## src/sv/dsfu_pkg.sv

```systemverilog
`default_nettype none
package dsfu_pkg;

	localparam int unsigned WORD_W     = 64;
	localparam int unsigned HALF_W     = 32;
	localparam int unsigned BYTE_W     = 8;
	localparam int unsigned CFG_INDEX_W = 8;

	localparam logic [WORD_W-1:0] GOLDEN_GAMMA      = 64'h9E37_79B9_7F4A_7C15;
	localparam logic [WORD_W-1:0] MIX_MUL_A         = 64'hBF58_476D_1CE4_E5B9;
	localparam logic [WORD_W-1:0] MIX_MUL_B         = 64'h94D0_49BB_1331_11EB;
	localparam logic [WORD_W-1:0] SEED_FIRST_RESET  = 64'h243F_6A88_85A3_08D3;
	localparam logic [WORD_W-1:0] SEED_SECOND_RESET = 64'h1319_8A2E_0370_7344;

	localparam logic [CFG_INDEX_W-1:0] REG_SEED_FIRST  = 8'd0;
	localparam logic [CFG_INDEX_W-1:0] REG_SEED_SECOND = 8'd1;

	typedef enum logic [2:0] {
		ST_IDLE,
		ST_PREP,
		ST_MUL1,
		ST_MUL2,
		ST_EMIT
	} seq_state_t;

	typedef enum logic [1:0] {
		MS_LL,
		MS_LH,
		MS_HL
	} mul_step_t;

	typedef struct packed {
		logic              start;
		logic [WORD_W-1:0] a;
		logic [WORD_W-1:0] b;
	} mul_req_t;

	function automatic logic [WORD_W-1:0] rotl31(input logic [WORD_W-1:0] v);
		return {v[32:0], v[63:33]};
	endfunction

	function automatic logic [WORD_W-1:0] rotl29(input logic [WORD_W-1:0] v);
		return {v[34:0], v[63:35]};
	endfunction

endpackage
`default_nettype wire

```

## src/sv/dsfu_mul64.sv

```systemverilog
`default_nettype none
module dsfu_mul64 (
	input  wire logic                      clk,
	input  wire logic                      arst_n,
	input  wire dsfu_pkg::mul_req_t        req,
	output logic                           done,
	output logic [dsfu_pkg::WORD_W-1:0]    p
);

	logic [dsfu_pkg::WORD_W-1:0] a_q;
	logic [dsfu_pkg::WORD_W-1:0] b_q;
	logic [dsfu_pkg::WORD_W-1:0] acc_q;
	dsfu_pkg::mul_step_t         step_q;
	logic                        run_q;
	logic                        done_q;

	logic [dsfu_pkg::HALF_W-1:0] mx;
	logic [dsfu_pkg::HALF_W-1:0] my;
	logic [dsfu_pkg::WORD_W-1:0] prod;

	always_comb begin
		mx = (step_q == dsfu_pkg::MS_HL) ? a_q[63:32] : a_q[31:0];
		my = (step_q == dsfu_pkg::MS_LH) ? b_q[63:32] : b_q[31:0];
		prod = {32'd0, mx} * {32'd0, my};
	end

	always_ff @(posedge clk or negedge arst_n) begin
		if (!arst_n) begin
			run_q  <= 1'b0;
			done_q <= 1'b0;
			step_q <= dsfu_pkg::MS_LL;
		end else begin
			done_q <= 1'b0;
			if (req.start) begin
				run_q  <= 1'b1;
				step_q <= dsfu_pkg::MS_LL;
			end else if (run_q) begin
				case (step_q)
					dsfu_pkg::MS_LL: step_q <= dsfu_pkg::MS_LH;
					dsfu_pkg::MS_LH: step_q <= dsfu_pkg::MS_HL;
					dsfu_pkg::MS_HL: begin
						run_q  <= 1'b0;
						done_q <= 1'b1;
						step_q <= dsfu_pkg::MS_LL;
					end
					default: step_q <= dsfu_pkg::MS_LL;
				endcase
			end
		end
	end

	always_ff @(posedge clk) begin
		if (req.start) begin
			a_q <= req.a;
			b_q <= req.b;
		end else if (run_q) begin
			case (step_q)
				dsfu_pkg::MS_LL: acc_q <= prod;
				dsfu_pkg::MS_LH, dsfu_pkg::MS_HL: acc_q[63:32] <= acc_q[63:32] + prod[31:0];
				default: acc_q <= acc_q;
			endcase
		end
	end

	assign done = done_q;
	assign p    = acc_q;

endmodule
`default_nettype wire

```

## src/sv/dual_splitmix_fingerprint_unit.sv

```systemverilog
// The result for a last item is registered in the emit state, once the output is free.
// The input takes no new item until the current one is fully processed; four 64-bit
// multiplies per item pass through one 32x32 multiplier, three passes each.
// The result register holds while the next record streams in.
// Reset (arst_n low, asynchronous): seeds and chains take their reset values,
// no result is pending and the input side is ready.
`default_nettype none
module dual_splitmix_fingerprint_unit (
	input  wire logic                             clk,
	input  wire logic                             arst_n,
	input  wire logic                             s_axis_tvalid,
	output logic                                  s_axis_tready,
	input  wire logic [63:0]                      s_axis_tdata,  // value
	input  wire logic                             s_axis_tuser,  // is_byte
	input  wire logic                             s_axis_tlast,  // last
	output logic                                  m_axis_tvalid,
	input  wire logic                             m_axis_tready,
	output logic [191:0]                          m_axis_tdata,  // hash_first, hash_second, table_key
	input  wire logic                             cfg_valid,
	output logic                                  cfg_ready,
	input  wire logic [dsfu_pkg::CFG_INDEX_W-1:0] cfg_index,
	input  wire logic [63:0]                      cfg_data
);

	dsfu_pkg::seq_state_t state_q;
	dsfu_pkg::seq_state_t state_d;

	logic [63:0]  seed_first_q;
	logic [63:0]  seed_second_q;
	logic [63:0]  chain_first_q;
	logic [63:0]  chain_second_q;
	logic [63:0]  value_q;
	logic         is_byte_q;
	logic         last_q;
	logic         sel_q;
	logic         m_valid_q;
	logic [191:0] out_q;

	logic [63:0]  byte_ext;
	logic [63:0]  operand;
	logic [63:0]  chain_cur;
	logic [63:0]  pre_add;
	logic [63:0]  pre_mix;
	logic [63:0]  mid_mix;
	logic [63:0]  fin_mix;
	logic         in_ready;
	logic         chain_wr;
	logic         emit;
	logic         out_free;
	logic         mul_done;
	logic [63:0]  mul_p;

	dsfu_pkg::mul_req_t mul_req;

	dsfu_mul64 u_mul (
		.clk    (clk),
		.arst_n (arst_n),
		.req    (mul_req),
		.done   (mul_done),
		.p      (mul_p)
	);

	always_comb begin
		byte_ext = {56'd0, value_q[7:0]};
		if (sel_q) begin
			chain_cur = chain_second_q;
			operand   = is_byte_q ? (byte_ext + dsfu_pkg::GOLDEN_GAMMA)
			                      : dsfu_pkg::rotl31(value_q);
		end else begin
			chain_cur = chain_first_q;
			operand   = is_byte_q ? byte_ext : value_q;
		end
		pre_add = (chain_cur ^ operand) + dsfu_pkg::GOLDEN_GAMMA;
		pre_mix = pre_add ^ (pre_add >> 30);
		mid_mix = mul_p ^ (mul_p >> 27);
		fin_mix = mul_p ^ (mul_p >> 31);
	end

	assign out_free = !m_valid_q || m_axis_tready;

	always_comb begin
		state_d       = state_q;
		in_ready      = 1'b0;
		chain_wr      = 1'b0;
		emit          = 1'b0;
		mul_req.start = 1'b0;
		mul_req.a     = pre_mix;
		mul_req.b     = dsfu_pkg::MIX_MUL_A;
		case (state_q)
			dsfu_pkg::ST_IDLE: begin
				in_ready = 1'b1;
				if (s_axis_tvalid) begin
					state_d = dsfu_pkg::ST_PREP;
				end
			end
			dsfu_pkg::ST_PREP: begin
				mul_req.start = 1'b1;
				state_d       = dsfu_pkg::ST_MUL1;
			end
			dsfu_pkg::ST_MUL1: begin
				mul_req.a = mid_mix;
				mul_req.b = dsfu_pkg::MIX_MUL_B;
				if (mul_done) begin
					mul_req.start = 1'b1;
					state_d       = dsfu_pkg::ST_MUL2;
				end
			end
			dsfu_pkg::ST_MUL2: begin
				if (mul_done) begin
					chain_wr = 1'b1;
					if (!sel_q) begin
						state_d = dsfu_pkg::ST_PREP;
					end else if (last_q) begin
						state_d = dsfu_pkg::ST_EMIT;
					end else begin
						state_d = dsfu_pkg::ST_IDLE;
					end
				end
			end
			dsfu_pkg::ST_EMIT: begin
				if (out_free) begin
					emit    = 1'b1;
					state_d = dsfu_pkg::ST_IDLE;
				end
			end
			default: state_d = dsfu_pkg::ST_IDLE;
		endcase
	end

	always_ff @(posedge clk or negedge arst_n) begin
		if (!arst_n) begin
			state_q <= dsfu_pkg::ST_IDLE;
		end else begin
			state_q <= state_d;
		end
	end

	always_ff @(posedge clk or negedge arst_n) begin
		if (!arst_n) begin
			seed_first_q   <= dsfu_pkg::SEED_FIRST_RESET;
			seed_second_q  <= dsfu_pkg::SEED_SECOND_RESET;
			chain_first_q  <= dsfu_pkg::SEED_FIRST_RESET;
			chain_second_q <= dsfu_pkg::SEED_SECOND_RESET;
			sel_q          <= 1'b0;
			m_valid_q      <= 1'b0;
		end else begin
			if (cfg_valid) begin
				case (cfg_index)
					dsfu_pkg::REG_SEED_FIRST:  seed_first_q  <= cfg_data;
					dsfu_pkg::REG_SEED_SECOND: seed_second_q <= cfg_data;
					default: ;
				endcase
			end
			if (in_ready && s_axis_tvalid) begin
				sel_q <= 1'b0;
			end
			if (chain_wr) begin
				if (sel_q) begin
					chain_second_q <= fin_mix;
				end else begin
					chain_first_q <= fin_mix;
				end
				sel_q <= !sel_q;
			end
			if (emit) begin
				chain_first_q  <= seed_first_q;
				chain_second_q <= seed_second_q;
				m_valid_q      <= 1'b1;
			end else if (m_axis_tready) begin
				m_valid_q <= 1'b0;
			end
		end
	end

	always_ff @(posedge clk) begin
		if (in_ready && s_axis_tvalid) begin
			value_q   <= s_axis_tdata;
			is_byte_q <= s_axis_tuser;
			last_q    <= s_axis_tlast;
		end
		if (emit) begin
			out_q <= {chain_first_q ^ dsfu_pkg::rotl29(chain_second_q),
			          chain_second_q, chain_first_q};
		end
	end

	assign s_axis_tready = in_ready;
	assign m_axis_tvalid = m_valid_q;
	assign m_axis_tdata  = out_q;
	assign cfg_ready     = 1'b1;

`ifndef ASSERT_OFF
	a_busy_after_accept: assert property (@(posedge clk) disable iff (!arst_n)
		s_axis_tvalid && s_axis_tready |=> !s_axis_tready)
		else $error("input accepted twice in a row");

	a_mul_done_in_wait: assert property (@(posedge clk) disable iff (!arst_n)
		mul_done |-> (state_q == dsfu_pkg::ST_MUL1 || state_q == dsfu_pkg::ST_MUL2))
		else $error("multiplier finished outside a wait state");

	a_emit_waits: assert property (@(posedge clk) disable iff (!arst_n)
		state_q == dsfu_pkg::ST_EMIT && m_axis_tvalid && !m_axis_tready
		|=> state_q == dsfu_pkg::ST_EMIT)
		else $error("result emitted over a pending transaction");

	a_key_matches: assert property (@(posedge clk) disable iff (!arst_n)
		m_axis_tvalid |-> m_axis_tdata[191:128] ==
		(m_axis_tdata[63:0] ^ {m_axis_tdata[98:64], m_axis_tdata[127:99]}))
		else $error("table key does not match hash chains");
`endif

endmodule
`default_nettype wire
```

## config.mk

```make
export PLATFORM = sky130hd
export DESIGN_NAME = dual_splitmix_fingerprint_unit
export DESIGN_NICKNAME = d
export VERILOG_FILES = /design/src/sv/dsfu_pkg.sv /design/src/sv/dsfu_mul64.sv /design/src/sv/dual_splitmix_fingerprint_unit.sv
export SDC_FILE = /design/constraint.sdc
export NUM_CORES = 2
export LEC_CHECK = 0
export BUFFER_PORTS_ARGS = -buffer_cell sky130_fd_sc_hd__buf_2
export CORE_AREA = 2 2 408 309
export DETAILED_ROUTE_END_ITERATION = 8
export DIE_AREA = 0 0 410 311
export PLACE_DENSITY = 0.68
export SYNTH_ARGS = -nofsm -noshare
export SYNTH_HDL_FRONTEND = slang
export SYNTH_SLANG_ARGS = --single-unit
```

## constraint.sdc

```tcl
create_clock -name clk -period 14.5 [get_ports clk]
set_input_delay 0.725 -clock clk [delete_from_list [all_inputs] [get_ports clk]]
set_output_delay 0.725 -clock clk [all_outputs]
set_load 0.05 [all_outputs]
```

== After elaboration in Yosys (flattened, before gate mapping) ==
Cells that the tools add are included.

* Register bits after elaboration: 715
* Logic and storage cells: 101
* Input bits: 143

* Add/subtract/negate cells: 3
* $mul: 1
* Multiplexer cells: 40
* Reductions and logical operators: 21
* Equality and inequality tests: 12
* Bitwise gates (word level): 6

{| class="wikitable"
|+ Operator list
! operator !! number
|-
| 2-to-1 mux 64 bit || 10
|-
| 2-to-1 mux 128 bit || 1
|-
| bitwise XOR 64 bit || 2
|-
| adder 64 bit (second input constant) || 1
|-
| adder 8 x 64 -> 64 bit (second input constant) || 1
|-
| multiplier 32 x 32 -> 64 bit || 1
|-
| 2-to-1 mux 32 bit || 2
|-
| case mux 32 bit (2 select lines) || 1
|-
| bitwise XOR 64 x 33 -> 64 bit || 1
|-
| bitwise XOR 64 x 34 -> 64 bit || 1
|-
| bitwise XOR 64 x 37 -> 64 bit || 1
|-
| adder 32 bit || 1
|-
| 2-to-1 mux 3 bit || 6
|-
| 2-to-1 mux 1 bit || 15
|-
| case mux 3 bit (5 select lines) || 1
|-
| nonzero test 2 bit || 6
|-
| equality test 8 x 1 -> 1 bit (second input constant) || 1
|-
| zero test 8 bit || 1
|-
| AND reduction 2 bit || 4
|-
| equality test 3 x 2 -> 1 bit (second input constant) || 2
|-
| inequality test 2 x 1 -> 1 bit (second input constant) || 3
|-
| AND reduction 3 bit || 2
|-
| 2-to-1 mux 2 bit || 2
|-
| inequality test 2 bit (second input constant) || 2
|-
| other kinds (14) || 15
|}

== Longest topological paths before layout ==
* Word-level depth: 7
* Gate-level depth with buffers: 45
* Depth with buffers taken out: 43

== By module ==
A second synthesis with hierarchy kept.

* Cells, all modules: 6,572
* Area, all modules: 66,906.7 um^2

{| class="wikitable"
|+ Modules (own cells, without submodules)
! module !! sequential area each (um^2) !! area an instance (um^2) !! times used !! cells an instance
|-
| dsfu_mul64 || 5,865.6 || 40,835.4 || 1 || 4,240
|-
| dual_splitmix_fingerprint_unit || 14,408.8 || 26,071.3 || 1 || 2,332
|}

== Worst setup path after synthesis ==
No wires, ideal clock.

* Kind: reg-to-reg
* Start point: register u_mul.step_q[0]
* End point: register u_mul.acc_q (netlist bit u_mul.p[63]), data pin
* Arrival time: 10.110 ns
* Buffers on the path: 3
* Setup time: 0.270 ns
* Clock period less this slack: 10.380 ns
* Setup slack: 4.120 ns
* Required time: 14.230 ns
* Stages on the path, launching flop included: 37
* Path through: dfrtp_1 inv_1 ha_1 clkbuf_1 buf_1 buf_1 mux2_2 inv_1 nor3_1 nor2_1 fa_1 inv_1 fa_1 inv_1 fa_1 fa_1 fa_1 fa_1 fa_1 fa_1 inv_1 ha_1 and3_1 a221o_1 a221o_1 nor2_1 o21ai_0 xor2_1 ha_1 a21o_1 a221oi_1 o21ai_0 a2111oi_0 or3_1 o21ai_0 xnor2_1 a21oi_1

* Word-level cells in the longest chain between the ends: 5

{| class="wikitable"
|+ Ends and longest elaborated chain
! what !! line !! text
|-
| start: declaration || dsfu_mul64.sv:13 || <nowiki>dsfu_pkg::mul_step_t step_q;</nowiki>
|-
| start signal: assignment || dsfu_mul64.sv:31 || <nowiki>step_q <= dsfu_pkg::MS_LL;</nowiki>
|-
| start signal: assignment || dsfu_mul64.sv:36 || <nowiki>step_q <= dsfu_pkg::MS_LL;</nowiki>
|-
| start signal: assignment || dsfu_mul64.sv:39 || <nowiki>dsfu_pkg::MS_LL: step_q <= dsfu_pkg::MS_LH;</nowiki>
|-
| equality test 2 bit / equality test 2 x 1 -> 1 bit (equally long branches) || dsfu_mul64.sv:22, dsfu_mul64.sv:23 ||
|-
| 2-to-1 mux 32 bit (on tied branches) || dsfu_mul64.sv:22, dsfu_mul64.sv:23 ||
|-
| multiplier 32 x 32 -> 64 bit * || dsfu_mul64.sv:24 || <nowiki>prod = {32'd0, mx} * {32'd0, my};</nowiki>
|-
| via u_mul.prod, one bit || dsfu_mul64.sv:19 || <nowiki>logic [dsfu_pkg::WORD_W-1:0] prod;</nowiki>
|-
| adder 32 bit * || dsfu_mul64.sv:59 || <nowiki>dsfu_pkg::MS_LH, dsfu_pkg::MS_HL: acc_q[63:32] <= acc_q[63:32] + prod[31:0];</nowiki>
|-
| case mux 32 bit (2 select lines) * || dsfu_mul64.sv:57 || <nowiki>case (step_q)</nowiki>
|-
| end signal: assignment || dsfu_mul64.sv:58 || <nowiki>dsfu_pkg::MS_LL: acc_q <= prod;</nowiki>
|-
| end signal: assignment || dsfu_mul64.sv:60 || <nowiki>default: acc_q <= acc_q;</nowiki>
|-
| end: declaration || dsfu_mul64.sv:12 || <nowiki>logic [dsfu_pkg::WORD_W-1:0] acc_q;</nowiki>
|}

The timed path passes the listed nets; every way through them passes the cells marked *.
A chain may end at the register's enable or synchronous reset.

== Worst setup path after layout ==
Same ends and word-level chain as after synthesis.

==> flow_summary.yaml <==
run_status:
  status: "finished clean"
floorplanning:
  ios: 338
  die_w_um: 410
  rows: 112
  start_util: 0.497
  coreArea_um2: 123000
  fp.dieArea_um2: 128000
  die_h_um: 311
setup_path:
  cp_common_cell: "inv_1"
  cp-end-kind: "flip-flop"
  slowest_delay_ns: 0.58
  cp_max_fo: 34
  crit_required_ns: 14.83
  cp.arrival_ns: 12.38
  startpoint_type: "flip-flop"
  criticalPathCategory: "reg -> reg"
  worst_path_max_delay_cell: "nor2_1"
global_routing:
  grt_overflow: 0
  grt_usage: 0.338
  grt_pass1_vias: 44800
  grt_pass1_wl_um: 315000
  grt_max_degree: 154
  grt_antenna_before_repair: 13
timing:
  fin_setup_tns_ns: 0
  fmax_mhz: 83.0
  tightest_slew_ns: 1.20
  period_needed_ns: 12.05
  hold_violations: 0
  setup-violations-final: 0
  slew_viol_final: 0
  fin_crit_sh: 0.831
  relSlewSlack: 0.189
  rsz0062_at_grt: "false"
  worst_clock_skew_ns: 0.0356
clocking:
  numCtsBuffers: 55
  cts_tree: "yes"
  post_cts_buffers: 0
  cts_buffer_depth: 3
  cts_max_level: 2
  clock_latency_ns: 0.64
  hold_buffers: 0
  clk_pin_slew_ns: 0.07
  cts_root_buffer: "clkbuf_16"
  clock_sinks: 653
  cts_resized: 0
yosys:
  yosysTopAreaCellShare: 0.270
  synth-edff-count: 388
  syn_area_per_cell_um2: 10.6
  synth-seq-area-share: 0.300
  yosysWarnings: 0
  syn_area_um2: 61400
  ys_types: 108
  synth_fp_nets: 7118
  synth_cells: 5781
  synth-seq-cells: 653
  synth_area_leaders: "fa_1 (27%), edfxtp_1 (19%), ha_1 (7.5%), dfrtp_1 (6.6%), inv_1 (5.7%)"
  async_flop_share: 0.406
  yosysTopAreaCell: "fa_1"
  ys.flop_type: "edfxtp_1"
drt:
  drcViolationCount: 0
  first_pass_iters: 6
  vias: 45500
  wl_um: 216000
  viasPerCell: 5.87
  dr.first_iter.drc_count: 5917
  routedWlPerCell_um: 27.9
  ant_nets: 0
place:
  numPortBuffers: 336
  hpwl_um: 178000
  gp_congestion: 1.05
cells_and_area:
  fin_nets: 7379
  layout_commonest_cell: "inv_1"
  fillers: 10900
  area_growth_pct: 8.74
  final_cell_mix: "inv_1 (939), fa_1 (828), nand2_1 (466)"
  drive_gt1_frac: 0.142
worst_hold_path:
  hold_class: "in -> async"
flow_run:
  drv_cap: 0
flip-flops by register name (all words and copies together), names as in the netlist:
register and flops:
m_axis_tdata 192, u_mul.run_q 1, chain_second_q 64, m_axis_tvalid 1
state_q 3, u_mul.b_q 2, chain_first_q 64, u_mul.a_q 64
u_mul.done 1, last_q 1, is_byte_q 1, seed_first_q 64
u_mul.step_q 2, seed_second_q 64, u_mul.p 64, sel_q 1
value_q 64
worst paths after layout:
path / startpoint / endpoint / slack (ns) / cells after the start
min in group clk: s_axis_tdata[54] / value_q[54] / 0.26 / 1
setup / recovery: u_mul.step_q[0] / u_mul.p[63] / 2.45 / 41
max in group asynchronous: arst_n / u_mul.step_q[0] / 12.82 / 2
hold reg to reg: seed_first_q[23] / chain_first_q[23] / 0.46 / 2
hold / removal: arst_n / seed_first_q[62] / 0.18 / 1
setup reg to reg: u_mul.step_q[0] / u_mul.p[63] / 2.45 / 41
cell families (layout without fill, tap and decap cells):
kind of cell / Yosys count / after routing / synth area share
XOR/XNOR: 322 / 322 / 0.0473
flip-flops: 653 / 653 / 0.300
other: 1 / 7 / 0.0000611
buffers and inverters: 1160 / 1467 / 0.0741
multiplexers: 262 / 262 / 0.0460
adder cells (fa/ha/maj): 1194 / 1194 / 0.345
AO/OA/AOI/OAI: 862 / 862 / 0.0867
AND/OR/NAND/NOR: 1327 / 1327 / 0.101
critical path, delay by kind of cell, from the launching register on:
kind	cells	cell delay, ns
AOI/OAI and AO/OA	13	3.90
DFF	1	0.43
xor gates and xnor gates	2	0.41
muxes	1	0.20
adders and majority gates	11	3.96
buffers and inverters	9	1.46
and+or+nand+nor	5	1.33
stage by stage:
step	instances	utilization	hold slack, ns	area, um^2	setup slack [ns]
final	7747	0.541	0.178	66800	2.45
after global routing	7747	0.541	0.240	66800	1.98
after CTS	7741	0.541	0.207	66700	2.79
after detailed placement	7638	0.525	0.460	64900	2.81
after global placement	7638	0.525	0.453	64900	2.81
after floorplan	5781	-	0.429	61400	4.12
synthesized netlist by cell type, types with 15 or more instances:
master	n
a211o_1	20
a211oi_1	27
a21o_1	64
a21oi_1	217
a31oi_1	21
and2_1	55
and3_1	37
and3b_1	26
buf_1	15
buf_2	23
buf_6	17
clkbuf_1	143
dfrtp_1	161
dfstp_2	104
edfxtp_1	388
fa_1	828
ha_1	366
inv_1	940
mux2_2	154
mux2i_1	105
nand2_1	467
nand2b_1	19
nand3_1	46
nand3b_1	20
nor2_1	378
nor2b_1	35
nor3_1	127
o211ai_1	31
o21ai_0	315
o21bai_1	22
or2_2	31
xnor2_1	151
xor2_1	165
cell type report:
cell class,instances,area (um^2),share of cell area
Clock buffer,82,1640,0.0245
Inverter,951,3570,0.0535
Sequential cell,653,18400,0.276
Tap cell,1653,2070,0.0310
Multi-Input combinational cell,3968,38500,0.577
Antenna cell,6,15.0,0.000225
Timing Repair Buffer,413,2280,0.0342
Clock inverter,21,238,0.00356
layer usage:
layer | GRT usage | share of wire
met5 | 0 | 0.00012
met4 | 0.0751 | 0.027
met3 | 0.0971 | 0.12
met2 | 0.461 | 0.41
met1 | 0.529 | 0.45
Power is not shown: default switching activity piles up to over one toggle a cycle in this logic, so the estimate is an artifact.
